[config.mk]
export PLATFORM = sky130hd
export DESIGN_NAME = midpoint_circle_rasterizer
export DESIGN_NICKNAME = d
export VERILOG_FILES = /design/src/hw/rtl/mcr_pkg.sv /design/src/hw/rtl/mcr_step.sv /design/src/hw/rtl/mcr_emit.sv /design/src/hw/rtl/midpoint_circle_rasterizer.sv
export SDC_FILE = /design/constraint.sdc
export NUM_CORES = 1
export LEC_CHECK = 0
export ABC_AREA = 1
export BUFFER_PORTS_ARGS = -buffer_cell sky130_fd_sc_hd__buf_2
export CAP_MARGIN = 10
export CORE_MARGIN = 4
export CORE_UTILIZATION = 25
export CTS_CLUSTER_SIZE = 16
export DETAILED_ROUTE_END_ITERATION = 6
export HOLD_SLACK_MARGIN = 0.15
export PLACE_DENSITY = 0.47
export SLEW_MARGIN = 0
export SYNTH_ARGS = -nofsm -noshare
export SYNTH_HDL_FRONTEND = slang
export SYNTH_SLANG_ARGS = --single-unit
[constraint.sdc]
create_clock -name clk_i -period 6.6 [get_ports clk_i]
set_input_delay 1.32 -clock clk_i [delete_from_list [all_inputs] [get_ports clk_i]]
set_output_delay 1.32 -clock clk_i [all_outputs]
set_load 0.02 [all_outputs]
[src/hw/rtl/mcr_pkg.sv]
package mcr_pkg;

  // Field widths fixed by the stream format.
  localparam int unsigned IN_COORD_W = 10;
  localparam int unsigned PIX_W      = 12;
  localparam int unsigned DEC_W      = 16;

  // Eight mirrored pixels per point group.
  localparam int unsigned GROUP_SIZE = 8;
  localparam int unsigned IDX_W      = $clog2(GROUP_SIZE);

  // Midpoint decision constants.
  localparam int unsigned DEC_INIT      = 3;
  localparam int unsigned DEC_INC_DIAG  = 10;
  localparam int unsigned DEC_INC_AXIS  = 6;

  // Request kinds carried on the input tuser.
  typedef enum logic {
    ACT_START = 1'b0,
    ACT_STEP  = 1'b1
  } action_e;

  typedef logic [IN_COORD_W-1:0] in_coord_t;
  typedef logic [PIX_W-1:0]      pix_t;
  typedef logic [DEC_W-1:0]      dec_t;

  typedef struct packed {
    action_e   action;
    in_coord_t center_x;
    in_coord_t center_y;
    in_coord_t radius;
  } item_t;

  // One point group: center and octant offsets resized to pixel width.
  typedef struct packed {
    pix_t h;
    pix_t k;
    pix_t x;
    pix_t y;
    logic done;
  } group_t;

endpackage

[src/hw/rtl/mcr_step.sv]
module mcr_step #(
  parameter int unsigned COORD_BITS = 10
) (
  input  logic           clk_i,
  input  logic           rst_ni,
  input  mcr_pkg::item_t item_i,
  input  logic           fire_i,
  output logic           emit_o,
  output mcr_pkg::group_t grp_o
);
  import mcr_pkg::*;

  localparam int unsigned OFF_W = COORD_BITS + 1;
  localparam int unsigned CMP_W = OFF_W + 2;

  logic [OFF_W-1:0]      offset_x_q, offset_x_d;
  logic [OFF_W-1:0]      offset_y_q, offset_y_d;
  dec_t                  decision_q, decision_d;
  logic [COORD_BITS-1:0] center_col_q, center_col_d;
  logic [COORD_BITS-1:0] center_row_q, center_row_d;
  logic                  drawing_q, drawing_d;

  logic                  start;
  logic [COORD_BITS-1:0] r;
  logic [OFF_W-1:0]      x, y;
  dec_t                  d, dx, dy, nd;
  logic                  d_pos;
  logic [CMP_W-1:0]      nx_w, ny_w;
  logic                  done;

  assign start = (item_i.action == ACT_START);
  assign r     = COORD_BITS'(item_i.radius);

  // A start request replaces the stored circle before the group is formed.
  always_comb begin
    x = offset_x_q;
    y = offset_y_q;
    d = decision_q;
    center_col_d = center_col_q;
    center_row_d = center_row_q;
    emit_o = drawing_q;
    if (start) begin
      x = '0;
      y = OFF_W'(r);
      d = DEC_W'(DEC_INIT) - (DEC_W'(r) << 1);
      center_col_d = COORD_BITS'(item_i.center_x);
      center_row_d = COORD_BITS'(item_i.center_y);
      emit_o = 1'b1;
    end
  end

  assign d_pos = ~d[DEC_W-1];
  assign dx    = DEC_W'(x);
  assign dy    = DEC_W'(y);
  assign nd    = d_pos ? d + ((dx - dy) << 2) + DEC_W'(DEC_INC_DIAG)
                       : d + (dx << 2) + DEC_W'(DEC_INC_AXIS);

  // y may step to minus one at zero radius, so the compare is signed.
  assign nx_w = CMP_W'(x) + CMP_W'(1);
  assign ny_w = CMP_W'(y) - CMP_W'(d_pos);
  assign done = $signed(nx_w) > $signed(ny_w);

  assign offset_x_d = nx_w[OFF_W-1:0];
  assign offset_y_d = ny_w[OFF_W-1:0];
  assign decision_d = nd;
  assign drawing_d  = ~done;

  assign grp_o.h    = PIX_W'(center_col_d);
  assign grp_o.k    = PIX_W'(center_row_d);
  assign grp_o.x    = PIX_W'(x);
  assign grp_o.y    = PIX_W'(y);
  assign grp_o.done = done;

  always_ff @(posedge clk_i or negedge rst_ni) begin
    if (!rst_ni) begin
      offset_x_q   <= '0;
      offset_y_q   <= '0;
      decision_q   <= '0;
      center_col_q <= '0;
      center_row_q <= '0;
      drawing_q    <= 1'b0;
    end else if (fire_i && emit_o) begin
      offset_x_q   <= offset_x_d;
      offset_y_q   <= offset_y_d;
      decision_q   <= decision_d;
      center_col_q <= center_col_d;
      center_row_q <= center_row_d;
      drawing_q    <= drawing_d;
    end
  end

endmodule

[src/hw/rtl/mcr_emit.sv]
module mcr_emit (
  input  logic                  clk_i,
  input  logic                  rst_ni,
  input  logic                  load_i,
  input  mcr_pkg::group_t       grp_i,
  output logic                  grp_ready_o,
  output logic                  m_axis_tvalid_o,
  input  logic                  m_axis_tready_i,
  output logic [23:0]           m_axis_tdata_o,
  output logic                  m_axis_tlast_o,
  output logic                  m_axis_tuser_o
);
  import mcr_pkg::*;

  localparam logic [IDX_W-1:0] LAST_IDX = IDX_W'(GROUP_SIZE - 1);

  group_t           grp_q;
  logic             gv_q;
  logic [IDX_W-1:0] idx_q;
  logic             ov_q;
  pix_t             px_q, py_q, px_d, py_d;
  logic             last_q, done_q;

  logic pix_load;
  logic is_last;
  pix_t colo, rowo;

  assign pix_load    = gv_q && (!ov_q || m_axis_tready_i);
  assign is_last     = (idx_q == LAST_IDX);
  assign grp_ready_o = !gv_q || (pix_load && is_last);

  // Upper half of the group swaps the roles of x and y; the low index bits
  // pick the sign of the column and row offsets.
  assign colo = idx_q[2] ? grp_q.y : grp_q.x;
  assign rowo = idx_q[2] ? grp_q.x : grp_q.y;
  assign px_d = idx_q[0] ? grp_q.h - colo : grp_q.h + colo;
  assign py_d = idx_q[1] ? grp_q.k - rowo : grp_q.k + rowo;

  always_ff @(posedge clk_i or negedge rst_ni) begin
    if (!rst_ni) begin
      gv_q  <= 1'b0;
      idx_q <= '0;
      ov_q  <= 1'b0;
    end else begin
      if (load_i) begin
        gv_q  <= 1'b1;
        idx_q <= '0;
      end else if (pix_load) begin
        if (is_last) begin
          gv_q <= 1'b0;
        end
        idx_q <= idx_q + IDX_W'(1);
      end
      if (pix_load) begin
        ov_q <= 1'b1;
      end else if (m_axis_tready_i) begin
        ov_q <= 1'b0;
      end
    end
  end

  always_ff @(posedge clk_i) begin
    if (load_i) begin
      grp_q <= grp_i;
    end
    if (pix_load) begin
      px_q   <= px_d;
      py_q   <= py_d;
      last_q <= is_last;
      done_q <= grp_q.done;
    end
  end

  assign m_axis_tvalid_o = ov_q;
  assign m_axis_tdata_o  = {py_q, px_q};
  assign m_axis_tlast_o  = last_q;
  assign m_axis_tuser_o  = done_q;

endmodule

[src/hw/rtl/midpoint_circle_rasterizer.sv]
// Midpoint circle rasterizer with eight-way symmetry. A start request (tuser
// low) loads a center and a radius and at once yields the first group of
// eight mirrored pixels; each step request (tuser high) yields the next group
// until the octant offset x passes y, after which step requests are taken
// and yield nothing until the next start. Pixels come out one per cycle
// unless tready is low, in the order (cx+x,cy+y) (cx-x,cy+y) (cx+x,cy-y)
// (cx-x,cy-y) (cx+y,cy+x) (cx-y,cy+x) (cx+y,cy-x) (cx-y,cy-x) as 12-bit
// two's complement values that may fall off the image; tlast marks the
// eighth pixel of a group and tuser is high on every pixel of the circle's
// final group. Pixels on the axes and the diagonal are repeated, not merged.
// A request is held in an input register, the decision update and the group
// are formed combinationally, and a serializer drives a registered output,
// so the request rate is set by the output port; a step request on an idle
// rasterizer is taken without waiting on the output. The first pixel of a
// group passes the input register, group buffer and output register.
module midpoint_circle_rasterizer #(
  parameter int unsigned COORD_BITS = 10
) (
  input  logic        clk_i,
  input  logic        rst_ni,
  // Request stream.
  input  logic        s_axis_tvalid_i,
  output logic        s_axis_tready_o,
  input  logic [31:0] s_axis_tdata_i,   // [9:0] center_x, [19:10] center_y,
                                        // [29:20] radius, [31:30] zero
  input  logic        s_axis_tuser_i,   // [0] action: 0 start, 1 step
  // Pixel stream.
  output logic        m_axis_tvalid_o,
  input  logic        m_axis_tready_i,
  output logic [23:0] m_axis_tdata_o,   // [11:0] pixel_x, [23:12] pixel_y
  output logic        m_axis_tlast_o,   // last_of_group
  output logic        m_axis_tuser_o    // [0] circle_done
);
  import mcr_pkg::*;

  logic   in_valid_q;
  item_t  item_q;
  logic   in_fire;
  logic   step_fire;
  logic   emit;
  logic   grp_ready;
  group_t grp;

  // The input register frees up whenever its request moves into the step
  // stage, so a new request can enter in the same cycle.
  assign step_fire       = in_valid_q && (!emit || grp_ready);
  assign s_axis_tready_o = !in_valid_q || step_fire;
  assign in_fire         = s_axis_tvalid_i && s_axis_tready_o;

  always_ff @(posedge clk_i or negedge rst_ni) begin
    if (!rst_ni) begin
      in_valid_q <= 1'b0;
    end else if (s_axis_tready_o) begin
      in_valid_q <= s_axis_tvalid_i;
    end
  end

  always_ff @(posedge clk_i) begin
    if (in_fire) begin
      item_q.action   <= action_e'(s_axis_tuser_i);
      item_q.center_x <= s_axis_tdata_i[9:0];
      item_q.center_y <= s_axis_tdata_i[19:10];
      item_q.radius   <= s_axis_tdata_i[29:20];
    end
  end

  // Circle state and the midpoint decision update.
  mcr_step #(
    .COORD_BITS(COORD_BITS)
  ) u_step (
    .clk_i  (clk_i),
    .rst_ni (rst_ni),
    .item_i (item_q),
    .fire_i (step_fire),
    .emit_o (emit),
    .grp_o  (grp)
  );

  // Group buffer, pixel mirroring and the output register.
  mcr_emit u_emit (
    .clk_i           (clk_i),
    .rst_ni          (rst_ni),
    .load_i          (step_fire && emit),
    .grp_i           (grp),
    .grp_ready_o     (grp_ready),
    .m_axis_tvalid_o (m_axis_tvalid_o),
    .m_axis_tready_i (m_axis_tready_i),
    .m_axis_tdata_o  (m_axis_tdata_o),
    .m_axis_tlast_o  (m_axis_tlast_o),
    .m_axis_tuser_o  (m_axis_tuser_o)
  );

`ifndef SYNTHESIS
  // Back-pressure on the request side only comes from a held request.
  a_ready_when_empty: assert property (
    @(posedge clk_i) disable iff (!rst_ni)
    !s_axis_tready_o |-> in_valid_q
  ) else $error("request side stalled with an empty input register");

  // Within a group the next pixel follows at once and keeps the final flag.
  a_group_contiguous: assert property (
    @(posedge clk_i) disable iff (!rst_ni)
    (m_axis_tvalid_o && m_axis_tready_i && !m_axis_tlast_o) |=>
      (m_axis_tvalid_o && (m_axis_tuser_o == $past(m_axis_tuser_o)))
  ) else $error("pixel group broken or final flag changed inside a group");

  // A group is loaded only when the buffer can take it.
  a_no_overrun: assert property (
    @(posedge clk_i) disable iff (!rst_ni)
    (step_fire && emit) |-> grp_ready
  ) else $error("group loaded over an unfinished group");
`endif

endmodule
# After elaboration in Yosys (flattened, before gate mapping)
# Cells that the tools add are included.
# word_totals
wordCells	75
input_bits	37
out_inout_bits	28
regBits	165
# classes
addsub	13
order_cmp	1
mux	18
n_eq_ne	1
n_reduce_logical	17
bitwise_logic	2
# op_table
operator	count
$mux W11	4
$mux W16	2
$add A10 B12 Y12	2
$mux W12	2
$sub A10 B12 Y12	2
$mux W10	2
$add A16 B13 Y16	1
$add A16 B16 Y16	1
$add A16 B3 Y16 const B	1
$add A16 B4 Y16 const B	1
$gt A13 B13 Y1	1
$add A11 B1 Y12 const B	1
$sub A11 B1 Y12	1
$sub A11 B11 Y12	1
$sub A2 B11 Y12 const A	1
$mux W1	6
$mux W3	2
$reduce_bool A2 Y1	3
$logic_and A1 B1 Y1	5
$logic_not A1 Y1	4
$logic_or A1 B1 Y1	4
$add A3 B1 Y3 const B	1
$eq A3 B3 Y1 const B	1
$not A1 Y1	2
$reduce_and A2 Y1	1

# Longest topological paths before layout
# Gate-level depths: netlist of run 1.
# depth
depth_word	10
ltp_mapped	27
mapped_depth_nobuf	26

# Modules after synthesis
# Synthesis of run 1 repeated with hierarchy kept, for this count alone.
# hier_totals
hier_cells	1387
hier_area_um2	11472.3
# by_module_without_submodules
mod	area_per_inst_um2	cells_each	n_inst	seq_area_each_um2
mcr_step	5998.3	893	1	1451.4
mcr_emit	4473.0	453	1	2377.3
midpoint_circle_rasterizer	1001.0	41	1	955.9

# Least setup slack after synthesis of run 1
# Ideal clock, no wire load.
# synth_path
kind	flip-flop to flip-flop
startpoint	register item_q[30] in the netlist's numbering
endpoint	register u_step.decision_q[15]
n_path_buf	3
path_stages_with_launch	25
setup_ps	117
required_ps	6483
t_arrival_ps	3604
period_less_slack_ps	3721
slack_ps	2879
cell_sequence	edfxtp_1 -> buf_6 -> buf_2 -> buf_1 -> nand2_1 -> nand2_1 -> ha_1 -> fa_1 -> nor3_1 -> nor4_1 -> nor2_1 -> nor2_1 -> xnor2_1 -> ha_1 -> ha_1 -> a21oi_1 -> nand2_1 -> a21oi_1 -> nand2_1 -> inv_1 -> nand2_1 -> nand3_1 -> nand2_1 -> nand2_1 -> nand2_1
# synth_lines
element	line	text
from (decl)	midpoint_circle_rasterizer.sv:37	item_t item_q;
to (signal assigned)	mcr_step.sv:85	decision_q <= decision_d;
to (decl)	mcr_step.sv:18	dec_t decision_q, decision_d;

==> impl_summary.md, run 1 <==
Hold path
Counting instances, the worst hold path has a depth of 0. The class of the worst hold path is flop to flop. The startpoint of the lowest-slack hold path is u_emit.grp_q[0].

Yosys
The number of synthesized register bits is around 160. Yosys printed 0 warnings. Synthesis instantiated 42 different standard cells from the library. After synthesis, the share of flip-flops with an asynchronous set or reset is slightly below 40%.

When the netlist entered floorplanning its net count stood at 1474. The part of the Yosys area used for sequential elements is about 42%. In the synthesized netlist the dominant register cell turns out to be sky130_fd_sc_hd__edfxtp_1. The number of enable-type register cells in the synthesized netlist is 100. The largest total area in the synthesized netlist belongs to sky130_fd_sc_hd__edfxtp_1.

In this run the cell area of the synthesized design comes to 11000 um2. The mean instance size in the synthesized netlist is 8.23 um2. The gate count of the mapped netlist is around 1300. The most common cell in the netlist is sky130_fd_sc_hd__nand2_1. In the synthesized netlist, the cells that appear most often are 345 x sky130_fd_sc_hd__nand2_1, 189 x sky130_fd_sc_hd__inv_1, 115 x sky130_fd_sc_hd__o21ai_0. The share of the synthesized area in the top cell type is 27.4%. In the post-synthesis netlist, the biggest area contributors are sky130_fd_sc_hd__edfxtp_1 27%, sky130_fd_sc_hd__dfrtp_1 15%, sky130_fd_sc_hd__nand2_1 12%, sky130_fd_sc_hd__ha_1 12%, sky130_fd_sc_hd__inv_1 6.5%.

Power
For this design the ratio of total power to cell area is between 400 and 500 nW/um2. Overall power consumption after layout is estimated at approximately 6 mW. The proportion of power drawn by combinational gates is 56.1%. For this design the total switching power over the nets is 2.80 mW.

IR analysis of the VDD net gives a maximum drop of ~0.19 mV. Net switching is between 40% and 50% of the power. The clock group share of total power is 17.0%. Per report_power, the sequential group accounts for between 20% and 30% of the total. The static leakage power is 5.96 nW.

The internal portion of the total power is roughly 3.3 mW.

Global routing
For this run, the total global-route usage over all layers was measured as a little under an eighth. The total global routing overflow is 0. Entering global routing, the biggest net connects 82 pins. The global-route wire length before repair is roughly 44 mm. The number of antenna violations at the first check in global routing is 0.

The number of global-route vias before repair is 8276.

Final layout
The share of final-layout standard cells stronger than drive strength 1 is 9.56%. After the last flow step, the layout net total stands at between 1500 and 2000. The number of antenna diodes in the final layout is 0. Relative to the synthesized area, the layout overhead comes to 14.1%.

Floorplan
Once the floorplan was initialized, standard cells occupied between 20% and 30% of the core. In this run the core area contains 76 standard-cell rows. The core region is ~43000 um2. The die outline height is 217 um.

The number of top-level design ports is between 60 and 70. In this run the horizontal extent of the chip is ~220 um. The floorplan step defined a die boundary enclosing 47200 um2.

Worst setup path
The data required time of the worst path is roughly 6800 ps. The signal on the critical path passes through buf_4 -> inv_2 -> nand2_1 -> nand2_2 -> inv_1 -> ha_1 -> ha_1 -> nand2_1 -> nor2_1 -> nand3_1 -> xor2_1 -> inv_1 -> ha_1 -> a21oi_1 -> o21ai_0 -> a21oi_1 -> nand2_1 -> nand2_1 -> nand2_1 -> nand2_1 -> inv_1. STA classifies the critical path startpoint as a flop. The cell family contributing the most delay on the critical path is buffers and inverters. The classification of the worst setup path is flop to flop. The buffering stage count on the worst path with inverters included is 5.

The depth of the worst register-to-register path is 21. The biggest fanout along the worst timing path is 40. Among the stages of the critical path, the cell type that occurs most often is sky130_fd_sc_hd__nand2_1.

For this run, the slowest stage of the critical path takes 480 ps. The beginning of the worst register-to-register path is item_q[30]. The arrival time of data at the critical path endpoint is between 4000 and 5000 ps.

Counting buffers and inverters, the worst setup path is 21 cells deep. The worst setup path is captured at a flop. The first element of the critical path is item_q[30]. Among all stages on the critical path, the largest delay is contributed by sky130_fd_sc_hd__buf_4.

Detailed routing
The final wirelength is between 20 and 30 mm. After detailed routing, the number of remaining DRC violations is 0. The first detailed-routing pass ran for 5 iterations. The detailed router finished its first iteration with ~500 violations.

The remaining antenna violation count is 0. The total vias in the final route is 8629. The via count normalized by instance count is 4.34.

Dividing the detail-routed wire length by the instance count gives between 10 and 15 um.

Clock network
The clock drives 164 sinks. The number of clock buffers added by TritonCTS is 17. The count of hold-fix buffers inserted at cts is 0. Post-CTS repair changed the size of 0 cells. The clock tree synthesis step divided the H-tree into 4 levels. The clock-pin slew on the worst setup and hold paths is 70 ps.

The CTS tree is done. The buffer type at the clock tree root is sky130_fd_sc_hd__clkbuf_16. Once the clock tree was built, the setup fixing pass inserted 0 buffers. Clock latency on the worst-skew pair, taken at its later pin, is 450 ps. No sink is reached through more buffers than the 2 on the longest clock path.

STA
The worst path meets setup with between 1500 and 2000 ps of slack. The measured slew at the worst slew-check pin is between 1000 and 1500 ps. The setup TNS is 0 ps. The max-slew violation total from the final report is 0.

The number of hold-slack violations in the final timing report is 0. The normalized max-slew margin is approximately 23%. The upper clock frequency limit is roughly 0.22 GHz.

Setup violations remaining at the end of the flow were counted as 0. In the finished design, the share of the clock period the worst path needs comes to between 70 and 80%. Setup repair after global routing left no endpoint under its margin. Clock skew on the completed layout was measured at between 15 and 20 ps. The clock period could shrink to 4650 ps.

Placed design
At the placement stage, the worst setup path has a slack of around 1900 ps. The number of buffer cells added on primary ports is a little over 60. The HPWL after detailed placement is between 20 and 25 mm. The final RePlAce weighted congestion is ~0.85.

Job
Max-cap violations in this run came to 0.

Status
The flow ran to the end, and the final reports show no timing, DRC or antenna violations.
worst reg2reg max path: stages, from the launching register on:
cell and delay, ps:
sky130_fd_sc_hd__edfxtp_1 320, sky130_fd_sc_hd__buf_4 480, sky130_fd_sc_hd__inv_2 330, sky130_fd_sc_hd__nand2_1 300, sky130_fd_sc_hd__nand2_2 300, sky130_fd_sc_hd__inv_1 490, sky130_fd_sc_hd__ha_1 290, sky130_fd_sc_hd__ha_1 240
sky130_fd_sc_hd__nand2_1 70, sky130_fd_sc_hd__nor2_1 220, sky130_fd_sc_hd__nand3_1 130, sky130_fd_sc_hd__xor2_1 170, sky130_fd_sc_hd__inv_1 80, sky130_fd_sc_hd__ha_1 310, sky130_fd_sc_hd__a21oi_1 150, sky130_fd_sc_hd__o21ai_0 100
sky130_fd_sc_hd__a21oi_1 130, sky130_fd_sc_hd__nand2_1 80, sky130_fd_sc_hd__nand2_1 60, sky130_fd_sc_hd__nand2_1 40, sky130_fd_sc_hd__nand2_1 80, sky130_fd_sc_hd__inv_1 50
state kept, by name, summed over array words and instances, names as in the netlist, 3 cells and up:
| signal | cells |
|---|---|
| u_emit.grp_q | 43 |
| item_q | 31 |
| u_step.decision_q | 15 |
| u_emit.px_q | 12 |
| u_emit.py_q | 12 |
| u_step.offset_x_q | 11 |
| u_step.offset_y_q | 11 |
| u_step.center_col_q | 10 |
| u_step.center_row_q | 10 |
| u_emit.idx_q | 3 |
cells by family (layout without fill, tap and decap cells):
family | after synthesis | count (layout) | synth area share [%]
and+or+nand+nor | 559 | 559 | 21.4
AOI/OAI and AO/OA | 210 | 210 | 10.3
xor gates and xnor gates | 70 | 70 | 5.73
DFF | 164 | 164 | 42.0
buffers and inverters | 222 | 293 | 8.05
adders and majority gates | 106 | 106 | 12.4
stage by stage:
step | util (%) | std cells | hold WS, ps | area, um2
after detailed placement | 27.5 | 1955 | 437 | 11900
after global routing | 29.0 | 1987 | 482 | 12500
after global placement | 27.5 | 1955 | 444 | 11900
after CTS | 29.0 | 1987 | 468 | 12500
after floorplan | - | 1331 | 400 | 11000
final | 29.0 | 1987 | 457 | 12500
layer usage:
metal	GRT usage, %	wire length [um]
met5	0	0
met1	17.1	14300
met3	1.55	782
met4	3.37	363
met2	18.8	12400
final timing paths:
check | endpoint | slack, ps
min | u_emit.m_axis_tuser_o | 460
min in group asynchronous | u_step.center_col_q[2] | 1100
max reg2reg | u_emit.grp_q[0] | 1950
max | u_emit.grp_q[0] | 1950
min reg2reg | u_emit.m_axis_tuser_o | 460
max in group asynchronous | u_emit.idx_q[2] | 4910
power groups by stage:
stage               clock network (mW)  registers, mW  logic, mW
floorplan                            0           1.73       2.56
global placement                     0           1.67       3.43
detailed placement                   0           1.68       3.45
CTS                               1.08           1.66       3.47
global route                      1.12           1.69       3.95
finish                            1.05           1.65       3.45
area by class of cell:
class                   count  area, um2
multi-input cells         945       5480
clock buffers              18        429
well taps                 585        732
fillers                  4674      30700
inverters                 193        724
flip-flops and latches    164       4600
clock inverters            14        176
repair buffers             68        355
placed cells by master, fill, tap and decap left out, types with 58 or more instances in the layout:
master / count
sky130_fd_sc_hd__a21oi_1: 58
sky130_fd_sc_hd__buf_2: 62
sky130_fd_sc_hd__dfrtp_1: 64
sky130_fd_sc_hd__edfxtp_1: 100
sky130_fd_sc_hd__ha_1: 101
sky130_fd_sc_hd__inv_1: 189
sky130_fd_sc_hd__nand2_1: 345
sky130_fd_sc_hd__nand3_1: 71
sky130_fd_sc_hd__nor2_1: 93
sky130_fd_sc_hd__o21ai_0: 115
(Power assumes the default switching activity.)
==> run 2: changes to the inputs <==
==> constraint.sdc (replaced) <==
create_clock -name clk_i -period 4.6 [get_ports clk_i]
set_input_delay 0.92 -clock clk_i [delete_from_list [all_inputs] [get_ports clk_i]]
set_output_delay 0.92 -clock clk_i [all_outputs]
set_load 0.02 [all_outputs]
==> run 2 against run 1 <==
- sequential cell count unchanged
- combinational power up 45%
- hold slack worse by 34 ps
- count of clock-buffer cells in the layout unchanged
- cell area up 0.79%
- clock skew down 6.5 ps
- register-to-register slack worse by 1500 ps
- critical path depth up 1
- routed wire length up 0.67%
- maximum frequency up 12%
- worst setup slack worse by 1500 ps
- critical endpoint is now u_step.decision_q[14]
- largest cell class unchanged
- highest routed layer unchanged
==> impl_summary.md, run 2 (synthesis gave the netlist of run 1 again) <==
Worst setup path
The classification of the worst setup path is flop to flop (unchanged). The data required time of the worst path was 4940 ps (was 6810 ps). The biggest fanout along the worst timing path came to 40 (unchanged). The arrival time of data at the critical path endpoint is 4500 ps (was 4850 ps). The sort of element at the start of the critical path is a flop (unchanged).

The category of the worst setup path capture point is a flop (unchanged).

Clock network
The number of resized instances in the post-cts repair step came to 0 (unchanged). The total CTS buffers is 17 (unchanged). The clock latency of the later-clocked register in the worst-skew pair is 440 ps (was 450 ps). The buffer levels on the longest clock path was 2 (unchanged).

The clock sink count is 164 (unchanged). The clock-pin slew on the worst setup and hold paths is 70 ps (about the same). The buffer type at the clock tree root is sky130_fd_sc_hd__clkbuf_16 (unchanged). The number of H-tree levels is 4 (unchanged). The CTS tree was done (unchanged). The setup fix buffers added after clock tree synthesis is 0 (unchanged). The count of hold-fix buffers inserted at cts is 0 (unchanged).

Final layout
The diode insertion count for antenna repair is 0 (unchanged). The utilization after layout is 29.2% (was 29.0%). The largest register by flop count is u_emit.grp_q (unchanged). The share of final-layout standard cells stronger than drive strength 1 was 10.2% (was 9.56%).

The final standard cell count with taps included and fillers excluded is 1996 (was 1987). Commonest cells after routing, fill and taps aside: 345 x sky130_fd_sc_hd__nand2_1, 189 x sky130_fd_sc_hd__inv_1, 115 x sky130_fd_sc_hd__o21ai_0, 101 x sky130_fd_sc_hd__ha_1, 100 x sky130_fd_sc_hd__edfxtp_1 (unchanged). The post-route cell area is 12600 um2 (was 12500 um2). The number of flip-flops under the largest register name is 43 (unchanged).

Biggest registers after layout: u_emit.grp_q x43, item_q x31, u_step.decision_q x15 (unchanged). The area added between synthesis and finish is 15.0% (was 14.1%). The commonest non-fill, non-tap cell in the layout is sky130_fd_sc_hd__nand2_1 (unchanged). The number of filler cells placed in the layout is 4684 (was 4674). The final net count is 1541 (was 1532).

Global routing
The total global routing overflow is 0 (unchanged). The largest net degree at the start of global routing is 60 (was 82). The number of antenna violations at the first check in global routing was 0 (unchanged).

The number of global-route vias before repair was 8343 (was 8276). The overall global routing resource usage is 12.1% (was 11.9%). The global-route wire length before repair was 45.0 mm (was 44.0 mm).

Power
The net load switching power is 4.02 mW (was 2.80 mW). The switching power as a share of total power came to 45.4% (was 45.5%). The static leakage power is 6.03 nW (was 5.96 nW). The worst IR drop on VDD came to 0.258 mV (was 0.194 mV). The proportion of power drawn by combinational gates is 56.5% (was 56.1%). The power density over the cells is 703 nW/um2 (was 492 nW/um2). The overall power consumption is 8.86 mW (was 6.15 mW).

The sequential share of power is 26.5% (was 26.9%). The total internal power is 4.84 mW (was 3.35 mW). The clock group share of total power is 17.0% (about the same).

Floorplan
The number of top-level design ports is 65 (unchanged). The effective utilization at floorplan is 25.4% (unchanged). The number of rows in the core area is 76 (unchanged). The core footprint is 43200 um2 (unchanged).

The die outline height came to 217 um (unchanged). The floorplan die width is 217 um (unchanged). The die footprint is 47200 um2 (unchanged).

STA
The shortest period the worst path allows is 4160 ps (was 4650 ps). The normalized max-slew margin is 53.1% (was 23.1%). The number of hold-slack violations in the final timing report was 0 (unchanged). The upper clock frequency limit is 0.241 GHz (was 0.215 GHz). The setup skew after layout is 10.0 ps (was 16.5 ps). The max-slew violation total from the final report is 0 (unchanged).

The ratio of final minimum period to clock period is 90.4% (was 70.4%). The setup TNS was 0 ps (unchanged). The count of endpoints failing setup in the final report came to 0 (unchanged).

The measured slew at the worst slew-check pin came to 703 ps (was 1150 ps). Setup repair after global routing missed its margin: no (unchanged).

Job
The max-capacitance violation count is 0 (unchanged).

Detailed routing
The remaining antenna violation count is 0 (unchanged). The final wirelength is 28.0 mm (was 27.8 mm). The via count normalized by instance count is 4.34 (about the same). The total vias in the final route came to 8668 (was 8629). The wire length per cell came to 14.0 um (about the same). The detailed-router iteration count before antenna repair came to 5 (unchanged). The post-route DRC violation count was 0 (unchanged). The violation count after the first detailed-route iteration is 471 (was 496).

Hold path
The class of the worst hold path is flop to flop (unchanged).

Placed design
The post-detailed-placement half-perimeter wirelength came to 21.9 mm (was 21.5 mm). The number of buffer cells added on primary ports came to 62 (unchanged). The post-placement cell count is 1963 (was 1955). The final RePlAce weighted congestion is 0.846 (was 0.847). The instance area after placement is 12000 um2 (was 11900 um2).

Status
Run status: completed (unchanged).
## run 2: cell count changes in the layout (fill, tap and decap cells not counted), sizes merged
| cell | delta |
|---|---|
| buf | +9 |
| inv | +1 |
| clkinvlp | -1 |
## run 2: path summary, 6_finish.rpt
check                           startpoint                      to  slack, ps  depth (start not counted)
max                             item_q[30]   u_step.decision_q[14]        440                         22
min                        u_emit.grp_q[0]   u_emit.m_axis_tuser_o        420                          0
max in group asynchronous           rst_ni    u_step.offset_x_q[9]       3020                          2
min in group asynchronous           rst_ni  u_step.center_row_q[6]        520                          1
min reg2reg                u_emit.grp_q[0]   u_emit.m_axis_tuser_o        420                          0
max reg2reg                     item_q[30]   u_step.decision_q[14]        440                         22
## run 2: metal layers
metal  GRT usage, %  up-vias  routed length [um]
li1               -     4489                   -
met1           17.7     4056               14600
met2           19.0      103               12300
met3           2.12       20                 814
met4           2.37        0                 260
met5              0        -                   0
## run 2: critical path, cell delays in order (launching register included)
cell                       delay, ps
sky130_fd_sc_hd__edfxtp_1        370
sky130_fd_sc_hd__buf_12          260
sky130_fd_sc_hd__inv_2           180
sky130_fd_sc_hd__nand2_1         140
sky130_fd_sc_hd__nand2_1         100
sky130_fd_sc_hd__ha_1            240
sky130_fd_sc_hd__fa_1            450
sky130_fd_sc_hd__nor3_1          240
sky130_fd_sc_hd__nor4_1          100
sky130_fd_sc_hd__nor2_1          100
sky130_fd_sc_hd__nor2_1           60
sky130_fd_sc_hd__xnor2_1         220
sky130_fd_sc_hd__ha_1            280
sky130_fd_sc_hd__ha_1            350
sky130_fd_sc_hd__nand2_1         120
sky130_fd_sc_hd__nor3_1          230
sky130_fd_sc_hd__nand3_1         180
sky130_fd_sc_hd__nand3_1         120
sky130_fd_sc_hd__nand2_1          60
sky130_fd_sc_hd__nand3_1          90
sky130_fd_sc_hd__nand2_1          60
sky130_fd_sc_hd__nand2_1          50
sky130_fd_sc_hd__nand2_1          50
## run 2: cell type report
cell class              count  area, um2  area share, %
multi-input cells         945       5480           43.5
flip-flops and latches    164       4600           36.6
well taps                 585        732           5.81
inverters                 193        724           5.75
repair buffers             77        455           3.62
clock buffers              18        429           3.41
clock inverters            14        175           1.39
## run 2: power by group through the flow
stage,clock (mW),sequential (mW),combinational (mW)
final,1.50,2.35,5.01
after global placement,0,2.38,4.99
after floorplan,0,2.48,3.68
after CTS,1.56,2.36,5.04
after global routing,1.61,2.40,5.73
after detailed placement,0,2.38,5.01
## run 2: metrics by stage
step / setup WS [ps] / hold slack (ps)
finish: 443 / 423
global route: 123 / 444
CTS: 490 / 427
detailed placement: 495 / 411
global placement: 501 / 410
floorplan: 879 / 400
